## src/hdl/sprp_pkg.sv

```systemverilog
`default_nettype none
package sprp_pkg;

   localparam int STAGES     = 10;
   localparam int LAST_STAGE = 2 * STAGES;
   localparam int STAGE_W    = 5;
   localparam int FACTOR_W   = 17;
   localparam int PERIOD_W   = 16;
   localparam int CSR_IDX_W  = 2;

   typedef enum logic [CSR_IDX_W-1:0] {
      CSR_BASE_PERIOD = 2'd0,
      CSR_DUTY        = 2'd1,
      CSR_TUNE_ENABLE = 2'd2
   } csr_index_type;

   typedef enum logic {
      KIND_MOVE  = 1'b0,
      KIND_PULSE = 1'b1
   } kind_type;

   localparam logic [PERIOD_W-1:0] BASE_PERIOD_RST = 16'd1000;
   localparam logic [PERIOD_W-1:0] DUTY_RST        = 16'd500;

   // x / 5 == (x * RECIP_5) >> 34 for any 32-bit x
   localparam logic [31:0] RECIP_5     = 32'hCCCC_CCCD;
   localparam int          RECIP_SHIFT = 34;

   // Q1.16 sigmoid factor for the first half of the profile
   function automatic logic [FACTOR_W-1:0] stage_factor(input logic [STAGE_W-1:0] k);
      logic [FACTOR_W-1:0] f;
      case (k)
         5'd0:    f = 17'd65536;
         5'd1:    f = 17'd64357;
         5'd2:    f = 17'd62428;
         5'd3:    f = 17'd57724;
         5'd4:    f = 17'd47911;
         5'd5:    f = 17'd32768;
         5'd6:    f = 17'd17625;
         5'd7:    f = 17'd7812;
         5'd8:    f = 17'd3108;
         5'd9:    f = 17'd1179;
         default: f = 17'd0;
      endcase
      return f;
   endfunction

endpackage
`default_nettype wire

```

## src/hdl/stepper_pulse_ramp_profile_top.sv

```systemverilog
// Stepper pulse counter with an S-curve PWM period ramp.
//
// req channel: one word per command. kind = move carries a pulse count
// (zero means stop); kind = pulse reports one finished PWM pulse.
// rsp channel: exactly one word per req word, in order, carrying the PWM
// enable/disable/period commands, done and start flags and the pulses left.
// csr port: base_period, duty and tune_enable, written with csr_write_enable;
// write only while no word is in flight.
//
// A req word passes an input register, then the state update and period
// math into the rsp register, where rsp_valid rises. Throughput is one
// word per cycle while rsp_ready does not stall the pipe; the per-word
// path holds one 16x17 period multiply and one 32x32 reciprocal multiply
// for count/80, in parallel. The stage threshold offset is kept as a
// running sum, so no multiply is needed on the threshold compare.
//
// Reset (synchronous) idles the block, clears the pipe and loads register
// defaults. When rsp_ready is low the rsp word holds, the input register
// fills, and then req_ready drops.
`default_nettype none
module stepper_pulse_ramp_profile_top
   import sprp_pkg::*;
#(
   parameter int STEP_BITS = 32
) (
   input  wire logic                  clock,
   input  wire logic                  reset,

   input  wire logic                  req_valid,
   output logic                       req_ready,
   input  wire logic                  req_kind,
   input  wire logic [31:0]           req_step_count,

   output logic                       rsp_valid,
   input  wire logic                  rsp_ready,
   output logic                       rsp_pwm_enable,
   output logic                       rsp_pwm_disable,
   output logic                       rsp_period_write,
   output logic [PERIOD_W-1:0]        rsp_period_value,
   output logic [PERIOD_W-1:0]        rsp_duty_value,
   output logic                       rsp_move_done,
   output logic                       rsp_start_accepted,
   output logic [31:0]                rsp_steps_left,

   input  wire logic                  csr_write_enable,
   input  wire logic [CSR_IDX_W-1:0]  csr_index,
   input  wire logic [PERIOD_W-1:0]   csr_write_data
);

   localparam int UNIT_BITS = STEP_BITS - 6;

   // registers
   logic [PERIOD_W-1:0]  base_period_ff;
   logic [PERIOD_W-1:0]  duty_ff;
   logic                 tune_enable_ff;

   logic                 s1_valid_ff;
   logic                 s1_kind_ff;
   logic [STEP_BITS-1:0] s1_count_ff;

   logic                 running_ff, running_in;
   logic [STEP_BITS-1:0] remaining_ff, remaining_in;
   logic [STEP_BITS-1:0] total_ff, total_in;
   logic [UNIT_BITS-1:0] unit_ff, unit_in;
   logic [STAGE_W-1:0]   stage_ff, stage_in;
   logic [STEP_BITS-1:0] offset_ff, offset_in;

   logic                 rsp_valid_ff;
   logic                 pwm_enable_ff, pwm_enable_in;
   logic                 pwm_disable_ff, pwm_disable_in;
   logic                 period_write_ff, period_write_in;
   logic [PERIOD_W-1:0]  period_value_ff, period_value_in;
   logic [PERIOD_W-1:0]  duty_value_ff, duty_value_in;
   logic                 move_done_ff, move_done_in;
   logic                 start_accepted_ff, start_accepted_in;

   // datapath
   logic                 advance;
   logic [31:0]          div_x;
   logic [63:0]          div_prod;
   logic [UNIT_BITS-1:0] quotient;
   logic [STEP_BITS-1:0] rem_dec;
   logic [STEP_BITS-1:0] threshold;
   logic [STAGE_W-1:0]   next_stage;
   logic [STAGE_W-1:0]   factor_idx;
   logic [32:0]          period_prod;
   logic [PERIOD_W-1:0]  period_calc;
   logic [STEP_BITS-1:0] unit_ext;

   assign advance   = s1_valid_ff && (!rsp_valid_ff || rsp_ready);
   assign req_ready = !s1_valid_ff || advance;

   // count / 80 == (count >> 4) / 5
   assign div_x    = 32'(s1_count_ff[STEP_BITS-1:4]);
   assign div_prod = 64'(div_x) * 64'(RECIP_5);
   assign quotient = div_prod[RECIP_SHIFT+UNIT_BITS-1:RECIP_SHIFT];

   assign rem_dec    = remaining_ff - STEP_BITS'(1);
   assign unit_ext   = STEP_BITS'(unit_ff);
   assign threshold  = (stage_ff < STAGE_W'(STAGES)) ? (total_ff - offset_ff) : offset_ff;
   assign next_stage = stage_ff + STAGE_W'(1);

   always_comb begin
      if (s1_kind_ff == KIND_MOVE) begin
         factor_idx = '0;
      end else if (next_stage <= STAGE_W'(STAGES)) begin
         factor_idx = next_stage;
      end else begin
         factor_idx = STAGE_W'(LAST_STAGE) - next_stage;
      end
   end

   assign period_prod = 33'(base_period_ff) * 33'(stage_factor(factor_idx));
   assign period_calc = base_period_ff + period_prod[31:16];

   always_comb begin
      running_in        = running_ff;
      remaining_in      = remaining_ff;
      total_in          = total_ff;
      unit_in           = unit_ff;
      stage_in          = stage_ff;
      offset_in         = offset_ff;
      pwm_enable_in     = 1'b0;
      pwm_disable_in    = 1'b0;
      period_write_in   = 1'b0;
      period_value_in   = '0;
      duty_value_in     = '0;
      move_done_in      = 1'b0;
      start_accepted_in = 1'b0;
      if (s1_kind_ff == KIND_MOVE) begin
         if (s1_count_ff == '0) begin
            running_in     = 1'b0;
            remaining_in   = '0;
            pwm_disable_in = 1'b1;
            move_done_in   = 1'b1;
         end else if (!running_ff) begin
            running_in        = 1'b1;
            remaining_in      = s1_count_ff;
            total_in          = s1_count_ff;
            unit_in           = quotient;
            stage_in          = '0;
            offset_in         = '0;
            pwm_enable_in     = 1'b1;
            start_accepted_in = 1'b1;
            if (tune_enable_ff) begin
               period_write_in = 1'b1;
               period_value_in = period_calc;
               duty_value_in   = duty_ff;
            end
         end
      end else if (running_ff) begin
         remaining_in = rem_dec;
         if (rem_dec == '0) begin
            running_in     = 1'b0;
            pwm_disable_in = 1'b1;
            move_done_in   = 1'b1;
         end else if (tune_enable_ff && stage_ff < STAGE_W'(LAST_STAGE)
                      && rem_dec < threshold) begin
            stage_in = next_stage;
            // offset tracks k*unit, k rising to STAGES then falling
            if (stage_ff < STAGE_W'(STAGES)) begin
               offset_in = offset_ff + unit_ext;
            end else begin
               offset_in = offset_ff - unit_ext;
            end
            period_write_in = 1'b1;
            period_value_in = period_calc;
            duty_value_in   = duty_ff;
         end
      end
   end

   always_ff @(posedge clock) begin
      if (reset) begin
         base_period_ff <= BASE_PERIOD_RST;
         duty_ff        <= DUTY_RST;
         tune_enable_ff <= 1'b0;
      end else if (csr_write_enable) begin
         case (csr_index)
            CSR_BASE_PERIOD: base_period_ff <= csr_write_data;
            CSR_DUTY:        duty_ff        <= csr_write_data;
            CSR_TUNE_ENABLE: tune_enable_ff <= csr_write_data[0];
            default: ;
         endcase
      end
   end

   always_ff @(posedge clock) begin
      if (reset) begin
         s1_valid_ff <= 1'b0;
      end else if (req_ready) begin
         s1_valid_ff <= req_valid;
      end
   end

   always_ff @(posedge clock) begin
      if (req_ready && req_valid) begin
         s1_kind_ff  <= req_kind;
         s1_count_ff <= req_step_count[STEP_BITS-1:0];
      end
   end

   always_ff @(posedge clock) begin
      if (reset) begin
         running_ff   <= 1'b0;
         remaining_ff <= '0;
         total_ff     <= '0;
         unit_ff      <= '0;
         stage_ff     <= '0;
         offset_ff    <= '0;
         rsp_valid_ff <= 1'b0;
      end else begin
         if (advance) begin
            running_ff   <= running_in;
            remaining_ff <= remaining_in;
            total_ff     <= total_in;
            unit_ff      <= unit_in;
            stage_ff     <= stage_in;
            offset_ff    <= offset_in;
         end
         if (advance) begin
            rsp_valid_ff <= 1'b1;
         end else if (rsp_ready) begin
            rsp_valid_ff <= 1'b0;
         end
      end
   end

   always_ff @(posedge clock) begin
      if (advance) begin
         pwm_enable_ff     <= pwm_enable_in;
         pwm_disable_ff    <= pwm_disable_in;
         period_write_ff   <= period_write_in;
         period_value_ff   <= period_value_in;
         duty_value_ff     <= duty_value_in;
         move_done_ff      <= move_done_in;
         start_accepted_ff <= start_accepted_in;
      end
   end

   assign rsp_valid          = rsp_valid_ff;
   assign rsp_pwm_enable     = pwm_enable_ff;
   assign rsp_pwm_disable    = pwm_disable_ff;
   assign rsp_period_write   = period_write_ff;
   assign rsp_period_value   = period_value_ff;
   assign rsp_duty_value     = duty_value_ff;
   assign rsp_move_done      = move_done_ff;
   assign rsp_start_accepted = start_accepted_ff;
   assign rsp_steps_left     = 32'(remaining_ff);

   a_stage_range: assert property (@(posedge clock) disable iff (reset)
      stage_ff <= STAGE_W'(LAST_STAGE))
      else $error("profile stage beyond last stage");

   a_run_count: assert property (@(posedge clock) disable iff (reset)
      running_ff == (remaining_ff != '0))
      else $error("running flag disagrees with remaining count");

   a_done_zero: assert property (@(posedge clock) disable iff (reset)
      rsp_valid && rsp_move_done |-> rsp_steps_left == 32'd0)
      else $error("done reported with pulses left");

   a_write_not_stop: assert property (@(posedge clock) disable iff (reset)
      rsp_valid && rsp_period_write |-> !rsp_pwm_disable && !rsp_move_done)
      else $error("period write on a stopping word");

   a_start_flags: assert property (@(posedge clock) disable iff (reset)
      rsp_valid && rsp_start_accepted |-> rsp_pwm_enable && rsp_steps_left != 32'd0)
      else $error("start accepted without pwm enable");

endmodule
`default_nettype wire

```

## config.mk

```make
export PLATFORM = sky130hd
export DESIGN_NAME = stepper_pulse_ramp_profile_top
export DESIGN_NICKNAME = d
export VERILOG_FILES = /design/src/hdl/sprp_pkg.sv /design/src/hdl/stepper_pulse_ramp_profile_top.sv
export SDC_FILE = /design/constraint.sdc
export NUM_CORES = 2
export LEC_CHECK = 0
export BUFFER_PORTS_ARGS = -buffer_cell sky130_fd_sc_hd__buf_2
export CAP_MARGIN = 20
export CORE_UTILIZATION = 60
export DETAILED_ROUTE_END_ITERATION = 10
export HOLD_SLACK_MARGIN = 0.02
export PLACE_DENSITY = 0.85
export SYNTH_ARGS = -nofsm -noshare
export SYNTH_HDL_FRONTEND = slang
export SYNTH_SLANG_ARGS = --single-unit
```

## constraint.sdc

```tcl
create_clock -name clock -period 11.4 [get_ports clock]
set_input_delay 2.28 -clock clock [delete_from_list [all_inputs] [get_ports clock]]
set_output_delay 2.28 -clock clock [all_outputs]
set_load 0.05 [all_outputs]
```

==> reports/results.tsv <==
stage	metric	value	unit
clocking	Skew-Pair Late Insertion Delay	0.58	ns
finish	Area Growth Syn to Fin	7.36	%
finish	most common cell after layout, fill and taps aside	inv_1	
yosys	syn avg cell area	8.64	sq um
placement	Buffers on Ports	126	
yosys	async set-reset flop share out of synthesis	0	%
yosys	cell count after synthesis	3883	
route	Vias	28000	
yosys	Syn. warnings	0	
setup_path	Worst Setup Start Kind	register	
yosys	number of flops mapped to enable cells by yosys	68	
yosys	Netlist cell types	83	
placement	DP Wirelength	73800	um
yosys	simple-gate portion of the synthesized area	16.0	%
route	DRT Wirelength	93300	um
sta	fin. max-slew vios	0	
global_routing	Global Route Usage Sum	33.6	%
setup_path	Req. time, crit path	11.72	ns
sta	RSZ-0062 raised after global routing	no	
clocking	Reg clk slew, reported paths	0.06	ns
yosys	post-synthesis mux area share	0.362	%
sta	period utilization	95.1	%
clocking	# clock sinks	231	
global_routing	vias in the first global route	28700	
setup_path	Most Frequent Cell on Critical Path	fa_1	
yosys	Top FF cell, synth	dfxtp_1	
setup_path	worst-path maximum fanout	15	
setup_path	CP Class	reg2reg	
finish	NumNets Final	4890	
yosys	Synth Area in XOR/XNOR	3.55	%
yosys	Syn Nets	4824	
yosys	Synth Area in Adders	42.4	%
clocking	CTS tree	yes	
sta	total negative setup slack	0	ns
route	Initial DRC Count	2734	
yosys	post-synthesis instance area	0.0335	sq mm
floorplan	Die Y	238	um
route	Vias/cell	5.93	
finish	layout cells sized above 1	6.30	%
clocking	Num CTS Buffers	28	
route	Detail Route Antenna Nets	0	
sta	fmax	92.3	MHz
setup_path	Worst R2R Start	stage_ff[3]	
yosys	Yosys reg bits	231	
floorplan	die area	0.0568	sq mm
floorplan	Initial Util	60.8	%
floorplan	core box area	0.0552	sq mm
worst_hold_path	hold_sp	duty_ff[14]	
setup_path	Max stage delay on crit path	0.54	ns
worst_hold_path	Hold WC Path Type	reg2reg	
setup_path	Setup crit end kind	register	
sta	Final Hold Viols	0	
global_routing	largest net degree at the start of global routing	75	
setup_path	CP Launch Point	stage_ff[3]	
global_routing	grt ovf	0	
setup_path	Crit-path slowest cell	dfxtp_1	
status	outcome	finished clean	
sta	Final setup viols	0	
placement	Placer Congestion	0.968	
sta	slew margin rel.	23.0	%
setup_path	CP Data Arrival Time	11.16	ns
clocking	setup repair bufs after CTS	0	
route	wire length per cell	19.8	um
global_routing	first-pass GRT wire length	150000	um
clocking	root buffer cell	clkbuf_16	
route	DRC	0	
global_routing	initial antenna violation count	5	
finish	most frequent cells in the layout	725 x inv_1, 465 x ha_1, 419 x fa_1	
floorplan	Boundary Pins	127	
clocking	Clock H-tree levels	1	
clocking	maximum clock path buffer count	3	
sta	Slew @ Worst Pin	1.13	ns
sta	final setup skew	0.0116	ns
job	Max Cap Viol	0	
route	drt first pass iters	5	
floorplan	Row Count	86	
floorplan	die width	238	um
sta	Final min period	10.84	ns
yosys	main combinational cell family by area after synthesis	adder cells	
yosys	Synth Area in Compound Gates	12.2	%
yosys	register area share after synthesis	15.8	%
worst max-delay path, delay by kind of cell (launching register included):
family	cells	cell delay (ns)
fa+ha+maj	10	4.19
compound gates	13	2.79
simple gates	8	1.63
xor+xnor	4	0.68
flops	1	0.54
buf+inv	5	0.50
mux	2	0.19
per-layer routing:
metal / vias up / track usage (%) / wire, um
met5: - / 0 / 50
met1: 13500 / 44.1 / 37000
met3: 283 / 5.58 / 8670
li1: 12900 / - / -
met4: 8 / 13.9 / 3900
met2: 1312 / 55.0 / 43700
layout make-up:
type                       instances  area, sq um
timing repair buffer             163          915
antenna                            2         5.00
sequential                       231         5310
fill                            4327        19200
multi-input combinational       2797        25100
inverter                         728         2730
clock buffer                      33          729
tap                              748          936
clock inverter                    18          298
path summary, 6_finish.rpt:
path         cells past startpoint  slack [ns]                   end
min                              2        0.45           duty_ff[14]
max reg2reg                     42        0.56  rsp_period_value[15]
min reg2reg                      2        0.45           duty_ff[14]
max                             42        0.56  rsp_period_value[15]
cell usage after synthesis (all sizes together) (5+ instances only):
| master | count | area, sq um |
|---|---|---|
| or3 | 20 | 130 |
| inv | 727 | 2730 |
| a211o | 5 | 43.8 |
| o31ai | 12 | 90.1 |
| o21a | 17 | 128 |
| or2 | 8 | 50.1 |
| o2111ai | 7 | 61.3 |
| nor3b | 11 | 82.6 |
| and3 | 26 | 163 |
| nor3 | 82 | 410 |
| o311ai | 5 | 43.8 |
| nand3b | 13 | 97.6 |
| xnor2 | 83 | 727 |
| a31oi | 23 | 144 |
| o21ai | 106 | 531 |
| edfxtp | 68 | 2040 |
| o31a | 8 | 70.1 |
| a211oi | 21 | 158 |
| o41ai | 9 | 78.8 |
| dfxtp | 163 | 3260 |
| nand4 | 28 | 175 |
| a221oi | 22 | 193 |
| a2111oi | 5 | 51.3 |
| or4 | 15 | 116 |
| fa | 419 | 8390 |
| clkbuf | 109 | 409 |
| buf | 18 | 97.6 |
| nor2b | 37 | 231 |
| o211ai | 15 | 118 |
| mux2i | 11 | 110 |
| nand2b | 25 | 156 |
| nor4 | 21 | 146 |
| o21bai | 13 | 97.6 |
| nand2 | 393 | 1480 |
| ha | 466 | 5830 |
| xor2 | 53 | 464 |
| a22oi | 5 | 37.5 |
| a21oi | 281 | 1410 |
| a21boi | 5 | 37.5 |
| and2 | 120 | 751 |
| nor2 | 191 | 719 |
| nand3 | 96 | 485 |
| a21o | 69 | 518 |
through the flow:
stage                     hold slack, ns  instance area [sq um]  setup slack, ns  instances  util [%]
final                              0.452                  36000            0.562       4720      65.2
after global routing               0.464                  36000           0.0384       4719      65.2
after CTS                          0.451                  35900           0.0946       4717      65.1
after detailed placement           0.444                  34900            0.188       4666      63.3
after global placement             0.440                  34900            0.664       4666      63.3
after floorplan                    0.432                  33500             1.57       3883         -
timing repair:
item,4_1_cts,5_1_grt
resized for setup,0,10
setup endpoints to repair,0,5
hold buffers,0,0
cells by family after synthesis:
group / after synthesis
buffers and inverters: 855
muxes: 12
AOI/OAI and AO/OA: 660
xor gates and xnor gates: 136
adders and majority gates: 885
and+or+nand+nor: 1104
DFF: 231
registers in the layout, summed over array words and instances, names as in the netlist:
signal              flops
base_period_ff         16
s1_valid_ff             1
rsp_start_accepted      1
running_ff              1
s1_count_ff            32
rsp_move_done           1
rsp_duty_value         16
total_ff               32
unit_ff                26
offset_ff              32
rsp_period_value       16
tune_enable_ff          1
rsp_valid               1
s1_kind_ff              1
rsp_steps_left         32
duty_ff                16
stage_ff                5
rsp_period_write        1
Power is not shown: default switching activity piles up to over one toggle a cycle in this logic, so the estimate is an artifact.
